[config.mk]
export PLATFORM = sky130hd
export DESIGN_NAME = line_sensor_pi_steering_core
export DESIGN_NICKNAME = d
export VERILOG_FILES = /design/src/rtl/core/lsps_pkg.sv /design/src/rtl/core/lsps_div.sv /design/src/rtl/core/line_sensor_pi_steering_core.sv
export SDC_FILE = /design/constraint.sdc
export NUM_CORES = 1
export LEC_CHECK = 0
export BUFFER_PORTS_ARGS = -buffer_cell sky130_fd_sc_hd__buf_4
export CAP_MARGIN = 5
export CORE_MARGIN = 5
export CORE_UTILIZATION = 40
export DETAILED_ROUTE_END_ITERATION = 16
export PLACE_DENSITY_LB_ADDON = 0.05
export SLEW_MARGIN = 5
export SYNTH_ARGS = -nofsm -noshare
export SYNTH_HDL_FRONTEND = slang
export SYNTH_SLANG_ARGS = --single-unit
[constraint.sdc]
create_clock -name clk -period 8.8 [get_ports clk]
set_clock_uncertainty 0.1 [all_clocks]
set_input_delay 0.44 -clock clk [delete_from_list [all_inputs] [get_ports clk]]
set_output_delay 0.44 -clock clk [all_outputs]
set_load 0.05 [all_outputs]
[src/rtl/core/lsps_pkg.sv]
// Shared types, constants and helpers for the line-sensor PI steering core.
// Depends on nothing; used by lsps_div and line_sensor_pi_steering_core.
`timescale 1ns / 1ps

package lsps_pkg;

    // Field widths
    localparam int SENSOR_W  = 7;
    localparam int ERR_W     = 5;
    localparam int GAIN_W    = 8;
    localparam int SCALE_W   = 16;
    localparam int PWM_W     = 8;
    localparam int IN_DATA_W = 8;
    localparam int OUT_DATA_W = 16;
    localparam int CFG_IDX_W = 2;

    // Error window
    localparam int WINDOW_LEN = 10;
    localparam int ERR_MAX    = 14;
    localparam int WSUM_W     = $clog2(ERR_MAX * WINDOW_LEN + 1) + 1;

    // Drive magnitude bound: |err*kp + wsum*ki| <= 14*255*(N+1)
    localparam int GAIN_MAX   = (1 << GAIN_W) - 1;
    localparam int DRIVE_MAX  = ERR_MAX * GAIN_MAX * (WINDOW_LEN + 1);
    localparam int MAG_W      = $clog2(DRIVE_MAX + 1);
    localparam int ACC_W      = MAG_W + 1;

    // Displacement = |drive| * 60 / full_scale; 60 is applied as 64 - 4
    localparam int DISP_SCALE = 60;
    localparam int DIVIDEND_W = $clog2(DRIVE_MAX * DISP_SCALE + 1);
    localparam int DIV_CNT_W  = $clog2(DIVIDEND_W + 1);
    localparam int MAC_CNT_W  = $clog2(GAIN_W);

    // PWM mapping
    localparam int PWM_CENTER = 196;
    localparam int PWM_MAX    = 255;

    // Reset values of the registers
    localparam logic [GAIN_W-1:0]  PROP_GAIN_RST  = GAIN_W'(50);
    localparam logic [GAIN_W-1:0]  INTEG_GAIN_RST = GAIN_W'(2);
    localparam logic [SCALE_W-1:0] FULL_SCALE_RST = SCALE_W'(720);

    typedef enum logic [CFG_IDX_W-1:0] {
        CFG_PROP_GAIN  = 2'd0,
        CFG_INTEG_GAIN = 2'd1,
        CFG_FULL_SCALE = 2'd2
    } lsps_cfg_idx_t;

    typedef enum logic [2:0] {
        ST_IDLE,
        ST_MAC,
        ST_START,
        ST_DIV,
        ST_DONE
    } lsps_state_t;

    typedef struct packed {
        logic                  start;
        logic [DIVIDEND_W-1:0] dividend;
        logic [SCALE_W-1:0]    divisor;
    } lsps_div_req_t;

    typedef struct packed {
        logic                  done;
        logic [DIVIDEND_W-1:0] quotient;
    } lsps_div_rsp_t;

    // Weighted position error; center sensor (bit 3) does not count.
    function automatic logic signed [ERR_W-1:0] sensor_error(
        input logic [SENSOR_W-1:0] bits
    );
        logic signed [ERR_W-1:0] e;
        e = '0;
        if (bits[6]) e = e - ERR_W'(9);
        if (bits[5]) e = e - ERR_W'(4);
        if (bits[4]) e = e - ERR_W'(1);
        if (bits[2]) e = e + ERR_W'(1);
        if (bits[1]) e = e + ERR_W'(4);
        if (bits[0]) e = e + ERR_W'(9);
        return e;
    endfunction

endpackage

[src/rtl/core/lsps_div.sv]
// Restoring radix-2 unsigned divider, one quotient bit per cycle.
// Depends on lsps_pkg (widths, request/response structs).
`timescale 1ns / 1ps

module lsps_div
(
    input  logic                  clk,
    input  logic                  rst_n,
    input  lsps_pkg::lsps_div_req_t req,
    output lsps_pkg::lsps_div_rsp_t rsp
);

    localparam int DW = lsps_pkg::DIVIDEND_W;
    localparam int SW = lsps_pkg::SCALE_W;
    localparam int CW = lsps_pkg::DIV_CNT_W;

    logic          busy_reg, busy_next;
    logic          done_reg, done_next;
    logic [CW-1:0] cnt_reg, cnt_next;
    logic [DW-1:0] quo_reg, quo_next;
    logic [SW-1:0] rem_reg, rem_next;
    logic [SW-1:0] den_reg, den_next;
    logic [SW:0]   trial;
    logic          fits;

    // shift in next dividend bit, try subtract
    assign trial = {rem_reg, quo_reg[DW-1]};
    assign fits  = (trial >= {1'b0, den_reg});

    always_comb
    begin
        busy_next = busy_reg;
        done_next = 1'b0;
        cnt_next  = cnt_reg;
        quo_next  = quo_reg;
        rem_next  = rem_reg;
        den_next  = den_reg;
        if (req.start)
        begin
            busy_next = 1'b1;
            cnt_next  = CW'(DW);
            quo_next  = req.dividend;
            rem_next  = '0;
            // zero full scale acts as one
            den_next  = (req.divisor == '0) ? SW'(1) : req.divisor;
        end
        else if (busy_reg)
        begin
            rem_next = fits ? SW'(trial - {1'b0, den_reg}) : trial[SW-1:0];
            quo_next = {quo_reg[DW-2:0], fits};
            cnt_next = cnt_reg - CW'(1);
            if (cnt_reg == CW'(1))
            begin
                busy_next = 1'b0;
                done_next = 1'b1;
            end
        end
    end

    always_ff @(posedge clk or negedge rst_n)
    begin
        if (!rst_n)
        begin
            busy_reg <= 1'b0;
            done_reg <= 1'b0;
            cnt_reg  <= '0;
        end
        else
        begin
            busy_reg <= busy_next;
            done_reg <= done_next;
            cnt_reg  <= cnt_next;
        end
    end

    always_ff @(posedge clk)
    begin
        quo_reg <= quo_next;
        rem_reg <= rem_next;
        den_reg <= den_next;
    end

    assign rsp.done     = done_reg;
    assign rsp.quotient = quo_reg;

endmodule

[src/rtl/core/line_sensor_pi_steering_core.sv]
// Top level of the line-sensor PI steering core: stream ports, registers,
// error window, bit-serial MAC and PWM mapping. Depends on lsps_pkg, lsps_div.
`timescale 1ns / 1ps

// Channel  Handshake            Payload
// -------  -------------------  ---------------------------------------------
// s_       s_tvalid / s_tready  s_tdata[6:0] sensor_bits, [7] zero
// m_       m_tvalid / m_tready  m_tdata[7:0] pwm_value, [12:8] position_error
// cfg_     cfg_valid/cfg_ready  cfg_index register index, cfg_data value
//
// The error window updates at the accept edge. From there to m_tvalid the word
// goes through bit-serial multiply-accumulate (one gain bit per cycle), a
// start state that launches the divide, the restoring divider (one quotient
// bit per cycle), the divider's registered done flag, and the output load.
// One word is in flight at a time: no new word is taken until the result
// of the last one has left the done phase.
// The next is taken once the result sits in the output register, even if
// m_tready is low; a full output register holds the result in the done phase.
// Reset (rst_n, async low) clears the error window, window sum and registers
// to their defaults. cfg_ready is always high.

module line_sensor_pi_steering_core
(
    input  logic        clk,
    input  logic        rst_n,
    // input words
    input  logic        s_tvalid,
    output logic        s_tready,
    input  logic [7:0]  s_tdata,     // [6:0] sensor_bits
    // result words
    output logic        m_tvalid,
    input  logic        m_tready,
    output logic [15:0] m_tdata,     // [7:0] pwm_value, [12:8] position_error
    // register writes
    input  logic        cfg_valid,
    output logic        cfg_ready,
    input  logic [1:0]  cfg_index,
    input  logic [15:0] cfg_data
);

    localparam int EW  = lsps_pkg::ERR_W;
    localparam int WW  = lsps_pkg::WSUM_W;
    localparam int GW  = lsps_pkg::GAIN_W;
    localparam int AW  = lsps_pkg::ACC_W;
    localparam int MW  = lsps_pkg::MAG_W;
    localparam int DW  = lsps_pkg::DIVIDEND_W;
    localparam int PW  = lsps_pkg::PWM_W;
    localparam int SW  = lsps_pkg::SCALE_W;
    localparam int MCW = lsps_pkg::MAC_CNT_W;
    localparam int N   = lsps_pkg::WINDOW_LEN;

    // ---------------------------------------------------------------
    // Configuration registers
    // ---------------------------------------------------------------
    logic [GW-1:0] prop_gain_reg;
    logic [GW-1:0] integ_gain_reg;
    logic [SW-1:0] full_scale_reg;
    logic          cfg_we;

    assign cfg_ready = 1'b1;
    assign cfg_we    = cfg_valid && cfg_ready;

    always_ff @(posedge clk or negedge rst_n)
    begin
        if (!rst_n)
        begin
            prop_gain_reg  <= lsps_pkg::PROP_GAIN_RST;
            integ_gain_reg <= lsps_pkg::INTEG_GAIN_RST;
            full_scale_reg <= lsps_pkg::FULL_SCALE_RST;
        end
        else if (cfg_we)
        begin
            case (lsps_pkg::lsps_cfg_idx_t'(cfg_index))
                lsps_pkg::CFG_PROP_GAIN:  prop_gain_reg  <= cfg_data[GW-1:0];
                lsps_pkg::CFG_INTEG_GAIN: integ_gain_reg <= cfg_data[GW-1:0];
                lsps_pkg::CFG_FULL_SCALE: full_scale_reg <= cfg_data[SW-1:0];
                default:                  ; // unmapped index, dropped
            endcase
        end
    end

    // ---------------------------------------------------------------
    // Control FSM
    // ---------------------------------------------------------------
    lsps_pkg::lsps_state_t state_reg, state_next;
    logic [MCW-1:0]        mac_cnt_reg, mac_cnt_next;
    logic                  out_free;
    logic                  s_accept;
    logic                  mac_run;
    logic                  out_load;
    logic                  div_start;
    lsps_pkg::lsps_div_req_t div_req;
    lsps_pkg::lsps_div_rsp_t div_rsp;

    assign out_free = !m_tvalid || m_tready;
    assign s_accept = s_tvalid && s_tready;

    always_comb
    begin
        state_next = state_reg;
        case (state_reg)
            lsps_pkg::ST_IDLE:
                if (s_tvalid) state_next = lsps_pkg::ST_MAC;
            lsps_pkg::ST_MAC:
                if (mac_cnt_reg == MCW'(GW - 1)) state_next = lsps_pkg::ST_START;
            lsps_pkg::ST_START:
                state_next = lsps_pkg::ST_DIV;
            lsps_pkg::ST_DIV:
                if (div_rsp.done) state_next = lsps_pkg::ST_DONE;
            lsps_pkg::ST_DONE:
                if (out_free) state_next = lsps_pkg::ST_IDLE;
            default:
                state_next = lsps_pkg::ST_IDLE;
        endcase
    end

    always_comb
    begin
        s_tready  = 1'b0;
        mac_run   = 1'b0;
        out_load  = 1'b0;
        div_start = 1'b0;
        case (state_reg)
            lsps_pkg::ST_IDLE:  s_tready  = 1'b1;
            lsps_pkg::ST_MAC:   mac_run   = 1'b1;
            lsps_pkg::ST_START: div_start = 1'b1;
            lsps_pkg::ST_DONE:  out_load  = out_free;
            default:            ;
        endcase
    end

    assign mac_cnt_next = mac_run ? mac_cnt_reg + MCW'(1) : '0;

    always_ff @(posedge clk or negedge rst_n)
    begin
        if (!rst_n)
        begin
            state_reg   <= lsps_pkg::ST_IDLE;
            mac_cnt_reg <= '0;
        end
        else
        begin
            state_reg   <= state_next;
            mac_cnt_reg <= mac_cnt_next;
        end
    end

    // ---------------------------------------------------------------
    // Error and window. Sum tracked as running total: add newest,
    // drop the one falling off the end.
    // ---------------------------------------------------------------
    logic signed [EW-1:0] err_in;
    logic signed [EW-1:0] err_reg;
    logic signed [EW-1:0] hist_reg [N];
    logic signed [WW-1:0] wsum_reg, wsum_next;

    assign err_in    = lsps_pkg::sensor_error(s_tdata[lsps_pkg::SENSOR_W-1:0]);
    assign wsum_next = wsum_reg + WW'(err_in) - WW'(hist_reg[N-1]);

    always_ff @(posedge clk or negedge rst_n)
    begin
        if (!rst_n)
        begin
            for (int i = 0; i < N; i++)
                hist_reg[i] <= '0;
            wsum_reg <= '0;
        end
        else if (s_accept)
        begin
            hist_reg[0] <= err_in;
            for (int i = 1; i < N; i++)
                hist_reg[i] <= hist_reg[i-1];
            wsum_reg <= wsum_next;
        end
    end

    always_ff @(posedge clk)
    begin
        if (s_accept)
            err_reg <= err_in;
    end

    // ---------------------------------------------------------------
    // Bit-serial MAC: gains scanned MSB first,
    // acc = 2*acc + kp_bit*err + ki_bit*wsum
    // ---------------------------------------------------------------
    logic [GW-1:0]        kp_sh_reg, ki_sh_reg;
    logic signed [AW-1:0] acc_reg, acc_next;

    always_comb
    begin
        acc_next = acc_reg <<< 1;
        if (kp_sh_reg[GW-1]) acc_next = acc_next + AW'(err_reg);
        if (ki_sh_reg[GW-1]) acc_next = acc_next + AW'(wsum_reg);
    end

    always_ff @(posedge clk)
    begin
        if (s_accept)
        begin
            kp_sh_reg <= prop_gain_reg;
            ki_sh_reg <= integ_gain_reg;
            acc_reg   <= '0;
        end
        else if (mac_run)
        begin
            kp_sh_reg <= {kp_sh_reg[GW-2:0], 1'b0};
            ki_sh_reg <= {ki_sh_reg[GW-2:0], 1'b0};
            acc_reg   <= acc_next;
        end
    end

    // ---------------------------------------------------------------
    // Scale by 60 (= 64 - 4) and divide by full scale
    // ---------------------------------------------------------------
    logic          drive_neg;
    logic [AW-1:0] drive_abs;
    logic [DW-1:0] mag_ext;
    logic [DW-1:0] div_dividend;
    logic          neg_reg;

    assign drive_neg = acc_reg[AW-1];
    assign drive_abs = drive_neg ? AW'(-acc_reg) : AW'(acc_reg);
    assign mag_ext   = DW'(drive_abs[MW-1:0]);

    assign div_dividend = (mag_ext << 6) - (mag_ext << 2);
    assign div_req      = {div_start, div_dividend, full_scale_reg};

    always_ff @(posedge clk)
    begin
        if (div_start)
            neg_reg <= drive_neg;
    end

    lsps_div u_div
    (
        .clk   (clk),
        .rst_n (rst_n),
        .req   (div_req),
        .rsp   (div_rsp)
    );

    // ---------------------------------------------------------------
    // PWM = 196 - displacement, clamped to 0..255
    // ---------------------------------------------------------------
    logic [DW-1:0] q;
    logic [PW-1:0] pwm;

    assign q = div_rsp.quotient;

    always_comb
    begin
        if (neg_reg)
        begin
            if (q > DW'(lsps_pkg::PWM_MAX - lsps_pkg::PWM_CENTER))
                pwm = PW'(lsps_pkg::PWM_MAX);
            else
                pwm = PW'(lsps_pkg::PWM_CENTER) + q[PW-1:0];
        end
        else
        begin
            if (q > DW'(lsps_pkg::PWM_CENTER))
                pwm = '0;
            else
                pwm = PW'(lsps_pkg::PWM_CENTER) - q[PW-1:0];
        end
    end

    // ---------------------------------------------------------------
    // Output register
    // ---------------------------------------------------------------
    logic                 m_valid_reg;
    logic [PW-1:0]        pwm_reg;
    logic signed [EW-1:0] err_out_reg;

    always_ff @(posedge clk or negedge rst_n)
    begin
        if (!rst_n)
            m_valid_reg <= 1'b0;
        else if (out_load)
            m_valid_reg <= 1'b1;
        else if (m_tready)
            m_valid_reg <= 1'b0;
    end

    always_ff @(posedge clk)
    begin
        if (out_load)
        begin
            pwm_reg     <= pwm;
            err_out_reg <= err_reg;
        end
    end

    assign m_tvalid = m_valid_reg;
    assign m_tdata  = {3'b000, err_out_reg, pwm_reg};

    // ---------------------------------------------------------------
    // Assertions
    // ---------------------------------------------------------------
    a_div_done_in_div: assert property (@(posedge clk) disable iff (!rst_n)
        div_rsp.done |-> state_reg == lsps_pkg::ST_DIV)
        else $error("divider finished outside divide phase");

    a_one_in_flight: assert property (@(posedge clk) disable iff (!rst_n)
        s_accept |=> !s_tready)
        else $error("second word taken while one is in flight");

    a_wsum_range: assert property (@(posedge clk) disable iff (!rst_n)
        (wsum_reg <= WW'(lsps_pkg::ERR_MAX * N)) &&
        (wsum_reg >= -WW'(lsps_pkg::ERR_MAX * N)))
        else $error("window sum out of range");

    a_out_from_done: assert property (@(posedge clk) disable iff (!rst_n)
        $rose(m_tvalid) |-> $past(state_reg == lsps_pkg::ST_DONE))
        else $error("result posted outside done phase");

endmodule

==> results.py <==
metrics = {
    "status": {
        "status": "finished clean",
    },
    "cells_and_area": {
        "syn_to_final_growth_pct": 12.31,
        "finalNonFillerCells": 1776,
        "n_antenna_cell": 0,
        "largest_reg_flops": 50,
        "fin_nets": 1482,
        "drive_gt1_frac": 0.1194,
        "final_common_cell": "nand2_1",
        "layout_common_cells": "nand2_1 (279), o21ai_0 (100), dfrtp_1 (97)",
        "fin_util": 0.4509,
    },
    "floorplanning": {
        "rows": 65,
        "die_x_um": 187.3,
        "core_sq_um": 31310,
        "ioPinCount": 50,
        "design.die.area_sq_um": 35070,
        "die_h_um": 187.3,
        "start_util": 0.4015,
    },
    "route": {
        "dr_total_vias": 8959,
        "routedWlPerCell_um": 15.07,
        "dr.pass1.iters": 4,
        "finalWirelength_mm": 26.76,
        "drc": 0,
        "postRouteAntennaNets": 0,
        "drtIter0Drc": 441,
        "viasPerCell": 5.044,
    },
    "timing": {
        "min_period_ns": 4.610,
        "setup_viol": 0,
        "slew_viol_final": 0,
        "rsz0062_at_grt": "no",
        "finalHoldViolations": 0,
        "maxSlewHeadroom": 0.3654,
        "fin_tns_setup_ns": 0,
        "fmax_mhz": 216.9,
        "tightest_slew_ns": 0.9519,
        "fin_crit_sh": 0.5239,
    },
    "clock_tree": {
        "cts_setup_buffers": 0,
        "clock_path_buffers": 3,
        "cts_sinks": 211,
        "cts_buffers": 26,
        "cts_tree": "built",
        "clkTransAtPathRegs_ns": 0.06,
        "cts_root_buf": "clkbuf_16",
        "insertion_delay_ns": 0.53,
        "htreeDepth": 1,
    },
    "min_path": {
        "holdPathStages": 2,
        "min_path_type": "input port to flip-flop",
    },
    "worst_setup_path": {
        "reg2reg_depth": 18,
        "startpoint_type": "input port",
        "worst_setup_path_end_kind": "flip-flop",
        "path_class": "input port to flip-flop",
        "cp.arrival_ns": 4.91,
        "path_max_fanout": 7,
        "critical_path_required_ns": 9.10,
    },
    "synth": {
        "syn_area_sq_um": 12570,
        "syn_avg_cell_area_sq_um": 9.416,
        "synth-main-ff-cell": "dfrtp_1",
        "synthCells": 1335,
        "yosysSeqAreaShare": 0.4367,
        "ys_warn_count": 0,
        "synth.ff_latch_count": 211,
        "synth_edf_count": 73,
        "ys_async_sr_fraction": 0.4976,
        "synth_cell_types": 76,
    },
    "pwr": {
        "power.density_nw_per_um2": 428.4,
        "ir_worst_vdd_mv": 0.1693,
        "p_leak_nw": 6.409,
    },
    "placement": {
        "dp_hpwl_mm": 18.93,
        "portBuffers": 43,
        "dp_cells": 1727,
        "gp_congestion": 0.8565,
    },
    "global_routing": {
        "grt_max_degree": 84,
        "grt_pass1_vias": 8732,
        "grt_pass1_wl_mm": 45.22,
        "grt_overflow": 0,
        "grt_util_all_layers": 0.1517,
        "grt_antenna_before_repair": 0,
    },
    "run": {
        "drv_cap": 0,
    },
}
layout make-up:
type,instances,area [sq um]
sequential,211,5490
tap,402,503.0
fill,3008,17190
timing repair buffer,49,370.4
inverter,69,259.0
clock inverter,10,160.2
clock buffer,38,757.0
multi-input combinational,997,6579
metal layers:
metal  share of wire  wire length, um  up-vias  track usage
li1                -                -     4674            -
met1            0.51            13710     4179       0.2225
met2            0.44            11890       76       0.2394
met3           0.028              760       30      0.02464
met4           0.015              407        0      0.02873
met5               0                0        -            0
report_power, final:
part | switching (mW) | leakage (nW) | internal (mW) | total [mW]
combinational | 1.78 | 3.67 | 1.48 | 3.27
clock | 0.421 | 0.446 | 0.714 | 1.13
sequential | 0.299 | 2.30 | 1.35 | 1.65
total | 2.50 | 6.41 | 3.54 | 6.05
what timing repair did:
item,CTS,global route
setup endpoints to repair,0,0
hold endpoints to repair,41,0
hold buffers,1,0
resized for setup,0,0
cells in the mapped netlist, types with 4 or more instances:
library cell	number	area share
edfxtp_1	73	0.17
mux2_2	48	0.043
nand2b_1	9	0.0045
nor2_1	65	0.019
o21a_1	8	0.0048
nor3_1	13	0.0052
nand4_1	9	0.0045
and3_1	13	0.0065
nand3b_1	5	0.0030
a21o_1	25	0.015
o21ai_0	100	0.040
o31ai_1	6	0.0036
o21bai_1	6	0.0036
dfxtp_1	33	0.053
o211ai_1	4	0.0024
o21ai_1	4	0.0016
buf_4	4	0.0024
a21oi_1	62	0.025
dfstp_2	8	0.017
a211oi_1	9	0.0054
buf_1	6	0.0018
fa_1	11	0.018
nor4_1	10	0.0050
mux2i_1	15	0.012
ha_1	86	0.086
clkbuf_1	47	0.014
nand2_1	280	0.084
nand3_1	20	0.0080
or2_2	5	0.0025
inv_1	68	0.020
dfrtp_1	97	0.19
or3_1	4	0.0020
a31oi_1	14	0.0070
nor2b_1	8	0.0040
xor2_1	38	0.026
and2_1	7	0.0035
o22ai_1	4	0.0020
xnor2_1	52	0.036
worst max-delay path: stages:
cell       delay, ns
buf_4           0.11
inv_1           0.07
ha_1            0.34
inv_1           0.09
or4_1           0.50
o21ai_0         0.10
a221oi_1        0.13
xnor2_1         0.29
o21ai_0         0.14
nand2_1         0.08
xor2_1          0.61
fa_1            0.55
ha_1            0.35
a21o_1          0.18
a2111oi_0       0.40
nor3_1          0.12
xnor2_1         0.17
nor2_1          0.06
xor2_1          0.17
metrics by stage:
step / cell area, sq um / total power [mW] / hold slack, ns / setup slack, ns
global route: 14120 / 6.662 / 0.02045 / 3.835
global placement: 13190 / 4.923 / 0.3315 / 3.654
CTS: 14120 / 6.123 / 0.01921 / 4.129
detailed placement: 13190 / 4.949 / 0.3432 / 3.570
floorplan: 12580 / 4.273 / 0.04441 / 4.329
finish: 14120 / 6.048 / 0.04304 / 4.190
kinds of logic (layout without fill, tap and decap cells):
family,count (synthesis),in the layout,share of synthesized area
adder cells (fa/ha/maj),99,99,0.1047
AO/OA/AOI/OAI,276,276,0.1351
multiplexers,63,63,0.05494
XOR/XNOR,92,92,0.06529
AND/OR/NAND/NOR,463,463,0.1619
buffers and inverters,129,166,0.04071
other,2,4,0.0005974
flip-flops,211,211,0.4367
worst paths after layout:
check	slack, ns	from	end
worst max-delay path	4.19	s_tdata[6]	wsum_reg[8]$_DFFE_PN0P_
worst min-delay path	0.04	cfg_data[10]	full_scale_reg[10]$_DFFE_PN0P_
worst max register to register	4.21	err_reg[4]$_DFFE_PP_	acc_reg[16]$_SDFFE_PP0P_
worst min register to register	0.35	mac_cnt_reg[0]$_DFF_PN0_	mac_cnt_reg[0]$_DFF_PN0_
max in group asynchronous	7.02	rst_n	u_div.cnt_reg[3]$_DFFE_PN0P_
min in group asynchronous	0.37	rst_n	hist_reg[35]$_DFFE_PN0P_
No activity file was read; power rests on OpenSTA's default activity.
